$ cat config.mk
export PLATFORM = sky130hd
export DESIGN_NAME = pbrd_word_merge
export DESIGN_NICKNAME = d
export VERILOG_FILES = /design/src/design/packbits_bitplane_row_decoder_unit_defines.svh /design/src/design/pbrd_pkg.sv /design/src/design/pbrd_word_merge.sv
export SDC_FILE = /design/constraint.sdc
export NUM_CORES = 1
export LEC_CHECK = 0
export BUFFER_PORTS_ARGS = -buffer_cell sky130_fd_sc_hd__buf_2
export CAP_MARGIN = 20
export CORE_MARGIN = 2
export CORE_UTILIZATION = 50
export DETAILED_ROUTE_END_ITERATION = 6
export PLACE_DENSITY = 0.9
export SLEW_MARGIN = 15
export SYNTH_ARGS = -nofsm -noshare
export SYNTH_HDL_FRONTEND = slang
export SYNTH_SLANG_ARGS = --single-unit
export TNS_END_PERCENT = 1
$ cat constraint.sdc
create_clock -name vclk -period 9.6
set_clock_uncertainty 0.1 [all_clocks]
set_input_delay 0.48 -clock vclk [all_inputs]
set_output_delay 0.48 -clock vclk [all_outputs]
set_load 0.02 [all_outputs]
$ cat src/design/packbits_bitplane_row_decoder_unit_defines.svh
// Assertion macros used by the RTL of the packed row decoder.
`ifndef PACKBITS_BITPLANE_ROW_DECODER_UNIT_DEFINES_SVH
`define PACKBITS_BITPLANE_ROW_DECODER_UNIT_DEFINES_SVH

// Same-cycle implication, sampled on clk_i, idle during reset.
`define PBRD_ASSERT_IMPL(name, ante, cons) \
  name: assert property (@(posedge clk_i) disable iff (!rst_ni) (ante) |-> (cons)) \
    else $error("pbrd: check failed");

// Next-cycle implication, sampled on clk_i, idle during reset.
`define PBRD_ASSERT_NEXT(name, ante, cons) \
  name: assert property (@(posedge clk_i) disable iff (!rst_ni) (ante) |=> (cons)) \
    else $error("pbrd: check failed");

`endif

$ cat src/design/pbrd_pkg.sv
package pbrd_pkg;

  typedef enum logic [2:0] {
    ST_IDLE,
    ST_READ,
    ST_EMIT,
    ST_WRITE,
    ST_EOP,
    ST_DONE
  } state_e;

  typedef enum logic [1:0] {
    PH_CTRL = 2'd0,
    PH_LIT  = 2'd1,
    PH_REP  = 2'd2
  } phase_e;

  typedef enum logic [2:0] {
    CFG_FORMAT_MODE  = 3'd0,
    CFG_IMAGE_WIDTH  = 3'd1,
    CFG_IMAGE_HEIGHT = 3'd2,
    CFG_PLANE_COUNT  = 3'd3,
    CFG_HAS_MASK     = 3'd4
  } cfg_reg_e;

  localparam int unsigned CFG_IDX_W  = 3;
  localparam int unsigned CFG_DATA_W = 16;
  localparam int unsigned X_W        = 12;

  localparam logic           FUNC_READ = 1'b1;
  localparam logic [7:0]     CTRL_NOP  = 8'd128;
  localparam logic [X_W-1:0] X_CAP     = 12'hFFF;

  localparam logic [7:0] PLANE_BITS [8] = '{
    8'd1, 8'd2, 8'd4, 8'd8, 8'd16, 8'd32, 8'd64, 8'd128
  };

  typedef struct packed {
    logic           planar;
    logic           first_plane;
    logic [7:0]     plane_bit;
    logic [X_W-1:0] x_pos;
    logic [X_W-1:0] width;
  } merge_ctl_t;

endpackage

$ cat src/design/pbrd_word_merge.sv
module pbrd_word_merge #(
  parameter int unsigned AW = 8
) (
  input  pbrd_pkg::merge_ctl_t ctl_i,
  input  logic [7:0]           data_i,
  input  logic [AW-1:0]        addr_i,
  input  logic [63:0]          old_i,
  output logic [63:0]          new_o
);

  always_comb begin
    logic [12:0] pos;
    logic [12:0] off;
    logic        hit;
    logic [7:0]  v;
    logic [7:0]  ob;
    new_o = old_i;
    for (int k = 0; k < 8; k++) begin
      pos = 13'({addr_i, 3'(k)});
      off = pos - {1'b0, ctl_i.x_pos};
      hit = (pos >= {1'b0, ctl_i.x_pos}) && (off < (ctl_i.planar ? 13'd8 : 13'd1)) &&
            (pos < {1'b0, ctl_i.width});
      ob  = old_i[8*k +: 8];
      // planar: bit 7 of the byte lands on the leftmost pixel
      if (ctl_i.planar) begin
        v = data_i[~off[2:0]] ? ctl_i.plane_bit : 8'd0;
      end else begin
        v = data_i;
      end
      if (hit) begin
        new_o[8*k +: 8] = (ctl_i.planar && !ctl_i.first_plane) ? (ob | v) : v;
      end
    end
  end

endmodule

==> impl_table.tex, run 1 <==
\begin{tabular}{lr}
\hline
Metric & Value \\
\hline
\multicolumn{2}{l}{\textbf{Outcome}} \\
\quad Outcome & completed \\
\multicolumn{2}{l}{\textbf{Final layout}} \\
\quad Proportion of layout cells with a drive suffix above 1 & 0.272 \\
\quad Diodes inserted & 0 \\
\quad Non-Filler Cell Area, Final & approximately 5200 um2 \\
\quad Number of nets in the layout & $\sim$930 \\
\quad Filler cell count in the final layout & $\sim$870 \\
\quad Area taken by multi-input logic gates & just over 4000 um2 \\
\quad Number of flip-flops and latches & 0 \\
\quad Total of clock buffers placed in the layout & 0 \\
\quad Area taken by flip-flops and latches & 0 um2 \\
\quad Share of the core filled with cells & 0.606 \\
\quad Area Growth Syn to Fin & 19.2\% \\
\multicolumn{2}{l}{\textbf{Logic synthesis}} \\
\quad Mapped Area & roughly 4400 um2 \\
\quad Unique cell type count in the Yosys netlist & just under 70 \\
\quad Cell taking the most area after synthesis & sky130\_fd\_sc\_hd\_\_ha\_1 \\
\quad Yosys warns & 0 \\
\quad Number of instances in the synthesized netlist & around 640 \\
\quad Post-Syn Area per Cell & 6.89 um2 \\
\quad Most common cell in the synthesized netlist & sky130\_fd\_sc\_hd\_\_o21ai\_0 \\
\quad Largest cells by area after synthesis & sky130\_fd\_sc\_hd\_\_ha\_1 (11\%), sky130\_fd\_sc\_hd\_\_o21ai\_0 (10\%), sky130\_fd\_sc\_hd\_\_a22o\_1 (9.8\%) \\
\quad Share of the synthesized area in the top cell type & 0.111 \\
\quad Top post-synthesis cells by count & sky130\_fd\_sc\_hd\_\_o21ai\_0 (89), sky130\_fd\_sc\_hd\_\_a22o\_1 (49), sky130\_fd\_sc\_hd\_\_nand2\_1 (46) \\
\quad Fraction of the yosys area taken by sequential cells & 0 \\
\quad Syn\_nets & 792 \\
\multicolumn{2}{l}{\textbf{Timing}} \\
\quad Final hold viol count & 0 \\
\quad Setup repair after global routing missed its margin & no \\
\quad Hold Slack & 1.18 ns \\
\quad Setup TNS & 0 ns \\
\quad Setup violation total in the final timing report & 0 \\
\quad Final Worst Setup Slack & approximately 4.8 ns \\
\quad Slew Limit Headroom & 0.337 \\
\quad Min Tclk post-route & between 4 and 5 ns \\
\quad Maximum achievable frequency & 0.208 GHz \\
\quad Worst-Margin Slew & around 0.99 ns \\
\quad Fin crit share & 0.501 \\
\quad Final number of max-transition violations & 0 \\
\multicolumn{2}{l}{\textbf{Drt}} \\
\quad Final Routed Wirelength & 19.0 mm \\
\quad Detailed-route wire length per cell & 21.5 um \\
\quad Number of vias in the routed layout & a little over 6000 \\
\quad Router iterations before antenna repair & 5 \\
\quad 1st-iter DRT viols & slightly above 700 \\
\quad Final ANT Viol Nets & 0 \\
\quad Vias per Instance & slightly below 7 \\
\quad Residual DRC & 0 \\
\multicolumn{2}{l}{\textbf{Floorplanning}} \\
\quad Initial Util & 0.508 \\
\quad Count of pins on the block boundary & $\sim$180 \\
\quad Die Outline Area & around 9500 um2 \\
\quad Die Ht & slightly below 100 um \\
\quad X dimension of the die & 97.7 um \\
\quad Row count & 34 \\
\quad Placeable Area & roughly 8600 um2 \\
\multicolumn{2}{l}{\textbf{Setup path}} \\
\quad Worst-path cell chain & buf\_2 -> inv\_1 -> ha\_1 -> a21oi\_1 -> o21ai\_0 -> a221o\_1 -> xnor2\_1 -> o2111ai\_1 -> nor3\_1 -> a22o\_1 -> buf\_2 \\
\quad Largest driver fanout on the critical path & 26 \\
\quad Combined buffer and inverter count along the critical path & 3 \\
\quad Top cell family by delay on the critical path & compound AO/OA/AOI/OAI gates \\
\quad Most prevalent standard cell on the critical path & sky130\_fd\_sc\_hd\_\_buf\_2 \\
\quad Slowest cell on the critical path & sky130\_fd\_sc\_hd\_\_a21oi\_1 \\
\quad Worst EP required & approximately 9.0 ns \\
\quad Arrival time worst endpoint & 4.23 ns \\
\quad Critical path capture point type & output port \\
\quad Max stage delay on crit path & about 0.83 ns \\
\quad Critical setup path kind & in -> out \\
\quad Critical path launch point type & input port \\
\multicolumn{2}{l}{\textbf{Placement}} \\
\quad Post-Place Worst Slack & 4.98 ns \\
\quad Total half-perimeter wirelength after legalization and detailed placement & 15.1 mm \\
\quad Post-place instance area & $\sim$5200 um2 \\
\quad PortBufs & 178 \\
\quad Final weighted congestion in routability-driven placement & about 1.1 \\
\multicolumn{2}{l}{\textbf{Clock network}} \\
\quad Post-CTS sizing & 0 \\
\quad Quantity of hold-fixing buffers added after cts & 0 \\
\quad Post-CTS setup repair buffer count & 0 \\
\multicolumn{2}{l}{\textbf{GRT}} \\
\quad Vias in the first global route & 5603 \\
\quad Pin count of the biggest net entering global routing & 40 \\
\quad Total congestion overflow & 0 \\
\quad Antenna violations before repair & 0 \\
\quad Wire length of the first global-routing pass & 29.7 mm \\
\quad Overall routing resource usage & 0.380 \\
\multicolumn{2}{l}{\textbf{Pwr}} \\
\quad Leakage & around 2.3 nW \\
\quad Worst vdd rail ir drop & 0.0453 mV \\
\quad Cell Pwr Density & roughly 67 nW/um2 \\
\multicolumn{2}{l}{\textbf{Min path}} \\
\quad Startpoint of the lowest-slack hold path & old\_i[8] \\
\quad Hold path endpoint & new\_o[8] \\
\quad Min-Delay Path Class & in -> out \\
\quad WHS Path Cells & 3 \\
\multicolumn{2}{l}{\textbf{Run}} \\
\quad Max-cap violation count & 0 \\
\hline
\end{tabular}
-- per-stage QoR --
step | cells | total power [mW]
global route | 885 | 0.374
detailed placement | 885 | 0.333
CTS | 885 | 0.336
finish | 885 | 0.349
global placement | 885 | 0.336
floorplan | 637 | 0.231
-- placed cells by master (no fill, tap or decap), types with 4 or more instances in the layout --
| cell | n |
|---|---|
| sky130_fd_sc_hd__inv_1 | 35 |
| sky130_fd_sc_hd__buf_2 | 178 |
| sky130_fd_sc_hd__or4_1 | 4 |
| sky130_fd_sc_hd__a21bo_2 | 8 |
| sky130_fd_sc_hd__o2bb2ai_1 | 8 |
| sky130_fd_sc_hd__ha_1 | 39 |
| sky130_fd_sc_hd__and4b_1 | 4 |
| sky130_fd_sc_hd__xnor2_1 | 26 |
| sky130_fd_sc_hd__mux4_2 | 6 |
| sky130_fd_sc_hd__a21o_1 | 7 |
| sky130_fd_sc_hd__o22ai_1 | 4 |
| sky130_fd_sc_hd__nor3_1 | 10 |
| sky130_fd_sc_hd__xor2_1 | 14 |
| sky130_fd_sc_hd__or3_1 | 9 |
| sky130_fd_sc_hd__mux2i_1 | 10 |
| sky130_fd_sc_hd__and2_1 | 4 |
| sky130_fd_sc_hd__nand2b_1 | 4 |
| sky130_fd_sc_hd__a21oi_1 | 40 |
| sky130_fd_sc_hd__nand4_1 | 12 |
| sky130_fd_sc_hd__nand3_1 | 9 |
| sky130_fd_sc_hd__nand4b_1 | 4 |
| sky130_fd_sc_hd__o21ai_0 | 89 |
| sky130_fd_sc_hd__o21a_1 | 10 |
| sky130_fd_sc_hd__nor2_1 | 29 |
| sky130_fd_sc_hd__a22o_1 | 49 |
| sky130_fd_sc_hd__nor2b_1 | 17 |
| sky130_fd_sc_hd__a211oi_1 | 7 |
| sky130_fd_sc_hd__a31oi_1 | 21 |
| sky130_fd_sc_hd__nor4_1 | 4 |
| sky130_fd_sc_hd__o211ai_1 | 4 |
| sky130_fd_sc_hd__a221oi_1 | 5 |
| sky130_fd_sc_hd__o21ai_1 | 6 |
| sky130_fd_sc_hd__nand2_1 | 46 |
-- metal layers --
metal / GRT usage / up-vias / routed length, um
met2: 0.582 / 432 / 8190
met4: 0.114 / 0 / 751
li1: - / 2742 / -
met1: 0.525 / 2788 / 7810
met5: 0 / - / 0
met3: 0.0957 / 78 / 2260
-- kinds of logic (layout without fill, tap and decap cells) --
family | Yosys count | after routing | share of synthesized area
simple gates | 171 | 171 | 0.213
mux | 17 | 17 | 0.0562
buf+inv | 75 | 215 | 0.0730
fa+ha+maj | 41 | 41 | 0.120
xor+xnor | 41 | 41 | 0.0835
compound gates | 292 | 292 | 0.454
-- layout make-up --
type,count,area share
well taps,108,0.0258
repair buffers,178,0.170
inverters,37,0.0265
multi-input cells,562,0.777
-- worst max path at each step --
stage,startpoint,end,slack [ns],depth (start not counted)
global placement,ctl_i[16],new_o[19],4.98,11
detailed placement,ctl_i[16],new_o[20],4.98,11
floorplan,ctl_i[15],new_o[0],5.78,13
finish,ctl_i[16],new_o[20],4.79,11
CTS,ctl_i[16],new_o[20],4.97,11
global route,ctl_i[16],new_o[17],4.55,11
-- worst min-delay path, cell delays in order --
cell	delay, ns
sky130_fd_sc_hd__buf_2	0.07
sky130_fd_sc_hd__o2bb2ai_1	0.09
sky130_fd_sc_hd__buf_2	0.16
-- power breakdown --
| part | leakage (nW) | switching [mW] | total, mW | internal [mW] |
|---|---|---|---|---|
| clock | 0 | 0 | 0 | 0 |
| combinational | 2.35 | 0.223 | 0.349 | 0.127 |
| sequential | 0 | 0 | 0 | 0 |
(Power assumes the default switching activity.)
==> run 2, diff against run 1 <==
--- a/config.mk
+++ b/config.mk
@@ -5,12 +5,13 @@
 export SDC_FILE = /design/constraint.sdc
 export NUM_CORES = 1
 export LEC_CHECK = 0
+export ABC_AREA = 1
 export BUFFER_PORTS_ARGS = -buffer_cell sky130_fd_sc_hd__buf_2
 export CAP_MARGIN = 20
 export CORE_MARGIN = 2
 export CORE_UTILIZATION = 50
 export DETAILED_ROUTE_END_ITERATION = 6
-export PLACE_DENSITY = 0.9
+export PLACE_DENSITY = 0.86
 export SLEW_MARGIN = 15
 export SYNTH_ARGS = -nofsm -noshare
 export SYNTH_HDL_FRONTEND = slang
==> constraint.sdc (replaced) <==
create_clock -name vclk -period 4.9
set_clock_uncertainty 0.1 [all_clocks]
set_input_delay 0.245 -clock vclk [all_inputs]
set_output_delay 0.245 -clock vclk [all_outputs]
set_load 0.02 [all_outputs]
==> run 2 against run 1 <==
- the flow now finishes with violations (DRC)
- largest cell class unchanged
- highest routed layer unchanged
- flip-flop and latch count is the same
- cell count grew 64%
- critical endpoint unchanged
- die area grew 30%
==> impl_table.tex, run 2 <==
\begin{tabular}{lr}
\hline
Metric & Value \\
\hline
\multicolumn{2}{l}{\textbf{Outcome}} \\
\quad Outcome & finished, violations left (was completed) \\
\quad Violated checks & DRC \\
\multicolumn{2}{l}{\textbf{GRT}} \\
\quad Global-route track usage on met2 & 0.574 (was 0.582) \\
\quad Wire length of the first global-routing pass & 36.7 mm (was 29.7 mm) \\
\quad Vias in the first global route & 7208 (was 5603) \\
\quad Met3 Use GR & 0.0421 (was 0.0957) \\
\quad Overall routing resource usage & 0.358 (was 0.380) \\
\quad GRT Max-Usage Layer & met2 (unchanged) \\
\quad Antenna violations before repair & 0 (unchanged) \\
\quad Total congestion overflow & 0 (unchanged) \\
\quad Pin count of the biggest net entering global routing & 32 (was 40) \\
\quad Global Route met1 Usage & 0.510 (was 0.525) \\
\multicolumn{2}{l}{\textbf{Drt}} \\
\quad Router iterations before antenna repair & 7 (was 5) \\
\quad Final ANT Viol Nets & 0 (unchanged) \\
\quad Residual DRC & 1 (was 0) \\
\quad Detailed-route wire length per cell & 15.9 um (was 21.5 um) \\
\quad Vias per Instance & 5.69 (was 6.82) \\
\quad Number of vias in the routed layout & 8281 (was 6040) \\
\quad Final Routed Wirelength & 23.2 mm (was 19.0 mm) \\
\quad 1st-iter DRT viols & 1032 (was 725) \\
\multicolumn{2}{l}{\textbf{Timing}} \\
\quad Final hold viol count & 0 (unchanged) \\
\quad Final number of max-transition violations & 0 (unchanged) \\
\quad Maximum achievable frequency & around 0.26 GHz \\
\quad Setup repair after global routing missed its margin & no (unchanged) \\
\quad Worst-Margin Slew & 0.953 ns (was 0.995 ns) \\
\quad Slew Limit Headroom & 0.364 (was 0.337) \\
\quad Setup violation total in the final timing report & 0 (unchanged) \\
\quad Fin crit share & 0.779 \\
\quad Min Tclk post-route & 3.82 ns \\
\quad Setup TNS & 0 ns (unchanged) \\
\quad Final Worst Setup Slack & 1.08 ns (was 4.79 ns) \\
\multicolumn{2}{l}{\textbf{Logic synthesis}} \\
\quad Combinational family with the most area after synthesis & simple AND/OR/NAND/NOR gates (was compound AO/OA/AOI/OAI gates) \\
\quad Share of the synthesized area in the top cell type & 0.325 (was 0.111) \\
\quad Mapped Area & 5750 um2 (was 4390 um2) \\
\quad Largest cells by area after synthesis & sky130\_fd\_sc\_hd\_\_nand2\_1 (32\%), sky130\_fd\_sc\_hd\_\_nand3\_1 (13\%), sky130\_fd\_sc\_hd\_\_ha\_1 (8.7\%) (was sky130\_fd\_sc\_hd\_\_ha\_1 (11\%), sky130\_fd\_sc\_hd\_\_o21ai\_0 (10\%), sky130\_fd\_sc\_hd\_\_a22o\_1 (9.8\%)) \\
\quad Fraction of the yosys area taken by sequential cells & 0 (unchanged) \\
\quad Synth Area in Simple Gates & 0.623 (was 0.213) \\
\quad Top post-synthesis cells by count & sky130\_fd\_sc\_hd\_\_nand2\_1 (497), sky130\_fd\_sc\_hd\_\_nand3\_1 (153), sky130\_fd\_sc\_hd\_\_inv\_1 (133) (was sky130\_fd\_sc\_hd\_\_o21ai\_0 (89), sky130\_fd\_sc\_hd\_\_a22o\_1 (49), sky130\_fd\_sc\_hd\_\_nand2\_1 (46)) \\
\quad Share of synthesized area spent on multiplexers & 0.00479 (was 0.0562) \\
\quad Compound-gate portion of the synthesized area & 0.122 (was 0.454) \\
\quad Yosys warns & 0 (unchanged) \\
\quad Post-Syn Area per Cell & 4.96 um2 (was 6.89 um2) \\
\quad Syn\_nets & 1315 (was 792) \\
\quad Number of instances in the synthesized netlist & 1159 (was 637) \\
\quad Share of the synthesized netlist area taken by xor and xnor gates & 0.0290 (was 0.0835) \\
\quad Adder and majority gate portion of the synthesized area & 0.0941 (was 0.120) \\
\quad Unique cell type count in the Yosys netlist & 35 (was 69) \\
\quad Most common cell in the synthesized netlist & sky130\_fd\_sc\_hd\_\_nand2\_1 (was sky130\_fd\_sc\_hd\_\_o21ai\_0) \\
\quad Cell taking the most area after synthesis & sky130\_fd\_sc\_hd\_\_nand2\_1 (was sky130\_fd\_sc\_hd\_\_ha\_1) \\
\multicolumn{2}{l}{\textbf{Setup path}} \\
\quad Top cell family by delay on the critical path & simple AND/OR/NAND/NOR gates (was compound AO/OA/AOI/OAI gates) \\
\quad Critical setup path kind & in -> out (unchanged) \\
\quad Arrival time worst endpoint & 3.47 ns (was 4.23 ns) \\
\quad Largest driver fanout on the critical path & 14 (was 26) \\
\quad Origin of the worst setup path & ctl\_i[13] (was ctl\_i[16]) \\
\quad Critical path depth & 16 (was 11) \\
\quad Most prevalent standard cell on the critical path & sky130\_fd\_sc\_hd\_\_nand2\_1 (was sky130\_fd\_sc\_hd\_\_buf\_2) \\
\quad Critical path launch point type & input port (unchanged) \\
\quad Worst setup endpoint & new\_o[20] (unchanged) \\
\quad Critical path capture point type & output port (unchanged) \\
\quad Slowest cell on the critical path & sky130\_fd\_sc\_hd\_\_ha\_1 (was sky130\_fd\_sc\_hd\_\_a21oi\_1) \\
\quad Combined buffer and inverter count along the critical path & 4 (was 3) \\
\quad Max stage delay on crit path & 0.46 ns (was 0.83 ns) \\
\quad Worst-path cell chain & buf\_2 -> clkinv\_1 -> ha\_1 -> inv\_1 -> nand2\_1 -> xor2\_1 -> ha\_1 -> nand2\_1 -> nand2\_1 -> nor2\_1 -> nand3\_1 -> nor2\_4 -> nand3\_4 -> nand2\_1 -> nand2\_1 -> buf\_2 (was buf\_2 -> inv\_1 -> ha\_1 -> a21oi\_1 -> o21ai\_0 -> a221o\_1 -> xnor2\_1 -> o2111ai\_1 -> nor3\_1 -> a22o\_1 -> buf\_2) \\
\quad Worst EP required & 4.55 ns (was 9.02 ns) \\
\multicolumn{2}{l}{\textbf{Min path}} \\
\quad Min-Delay Path Class & in -> out (unchanged) \\
\multicolumn{2}{l}{\textbf{Placement}} \\
\quad Post-Place Worst Slack & 1.19 ns (was 4.98 ns) \\
\quad Total half-perimeter wirelength after legalization and detailed placement & 18.8 mm (was 15.1 mm) \\
\quad PortBufs & 178 (unchanged) \\
\quad Post-place instance area & 6680 um2 (was 5230 um2) \\
\quad Final weighted congestion in routability-driven placement & 1.03 (was 1.09) \\
\quad Total instance count after detailed placement & 1455 (was 885) \\
\multicolumn{2}{l}{\textbf{Floorplanning}} \\
\quad Row count & 39 (was 34) \\
\quad X dimension of the die & 111 um (was 97.7 um) \\
\quad Placeable Area & 11300 um2 (was 8640 um2) \\
\quad Initial Util & 0.508 (about the same) \\
\quad Die Outline Area & 12400 um2 (was 9540 um2) \\
\quad Count of pins on the block boundary & 178 (unchanged) \\
\quad Die Ht & 111 um (was 97.7 um) \\
\multicolumn{2}{l}{\textbf{Final layout}} \\
\quad Diodes inserted & 0 (unchanged) \\
\quad Area taken by flip-flops and latches & 0 um2 (unchanged) \\
\quad Number of flip-flops and latches & 0 (unchanged) \\
\quad Highest-count cells in the layout ignoring fill and taps & sky130\_fd\_sc\_hd\_\_nand2\_1 (497), sky130\_fd\_sc\_hd\_\_buf\_2 (178), sky130\_fd\_sc\_hd\_\_nand3\_1 (153) (was sky130\_fd\_sc\_hd\_\_buf\_2 (178), sky130\_fd\_sc\_hd\_\_o21ai\_0 (89), sky130\_fd\_sc\_hd\_\_a22o\_1 (49)) \\
\quad Number of nets in the layout & 1470 (was 934) \\
\quad Share of the core filled with cells & 0.590 (was 0.606) \\
\quad Finished Layout Cells & 1455 (was 885) \\
\quad Total of clock buffers placed in the layout & 0 (unchanged) \\
\quad Non-Filler Cell Area, Final & 6680 um2 (was 5230 um2) \\
\quad Proportion of layout cells with a drive suffix above 1 & 0.198 (was 0.272) \\
\quad Commonest non-fill, non-tap cell in the layout & sky130\_fd\_sc\_hd\_\_nand2\_1 (was sky130\_fd\_sc\_hd\_\_buf\_2) \\
\quad Area Growth Syn to Fin & 16.2\% (was 19.2\%) \\
\multicolumn{2}{l}{\textbf{Clock network}} \\
\quad Quantity of hold-fixing buffers added after cts & 0 (unchanged) \\
\quad Post-CTS setup repair buffer count & 0 (unchanged) \\
\quad Post-CTS sizing & 0 (unchanged) \\
\multicolumn{2}{l}{\textbf{Run}} \\
\quad Max-cap violation count & 0 (unchanged) \\
\multicolumn{2}{l}{\textbf{Pwr}} \\
\quad Leakage & 4.06 nW (was 2.35 nW) \\
\quad Worst vdd rail ir drop & 0.0759 mV (was 0.0453 mV) \\
\quad Cell Pwr Density & 123 nW/um2 (was 66.8 nW/um2) \\
\hline
\end{tabular}
## run 2: cells by family (layout without fill, tap and decap cells)
| group | Yosys count | after routing |
|---|---|---|
| xor+xnor | 19 | 19 |
| fa+ha+maj | 42 | 42 |
| buf+inv | 181 | 334 |
| simple gates | 795 | 795 |
| compound gates | 120 | 120 |
| mux | 2 | 2 |
## run 2: tightest hold or removal path, cell delays in order
cell,delay [ns]
sky130_fd_sc_hd__buf_2,0.07
sky130_fd_sc_hd__nand2_1,0.04
sky130_fd_sc_hd__nand2_1,0.04
sky130_fd_sc_hd__buf_2,0.15
## run 2: power by group
part           switching (mW)  total (mW)  internal [mW]
sequential                  0           0              0
combinational           0.570       0.821          0.250
clock                       0           0              0
## run 2: cell type report
| type | instances | area [um2] |
|---|---|---|
| multi-input combinational | 978 | 5010 |
| fill | 1283 | 4640 |
| inverter | 154 | 578 |
| timing repair buffer | 180 | 906 |
| tap | 143 | 179 |
## run 2: how the worst min path moves through the flow
stage | startpoint | endpoint | slack [ns] | cells past startpoint
detailed placement | old_i[59] | new_o[59] | 0.70 | 4
floorplan | old_i[24] | new_o[24] | 0.56 | 2
global route | old_i[1] | new_o[1] | 0.72 | 4
global placement | old_i[63] | new_o[63] | 0.69 | 4
finish | old_i[59] | new_o[59] | 0.69 | 4
CTS | old_i[59] | new_o[59] | 0.70 | 4
## run 2: stage by stage
stage | total power [mW] | hold slack [ns]
final | 0.821 | 0.695
after global routing | 0.897 | 0.721
after CTS | 0.794 | 0.697
after detailed placement | 0.791 | 0.695
after global placement | 0.783 | 0.694
after floorplan | 0.565 | 0.559
## run 2: metal layers
metal  routed length (um)  part of all wire
met5                    0                 0
met4                  775             0.033
met3                 2810              0.12
met2                10000              0.43
met1                 9590              0.41
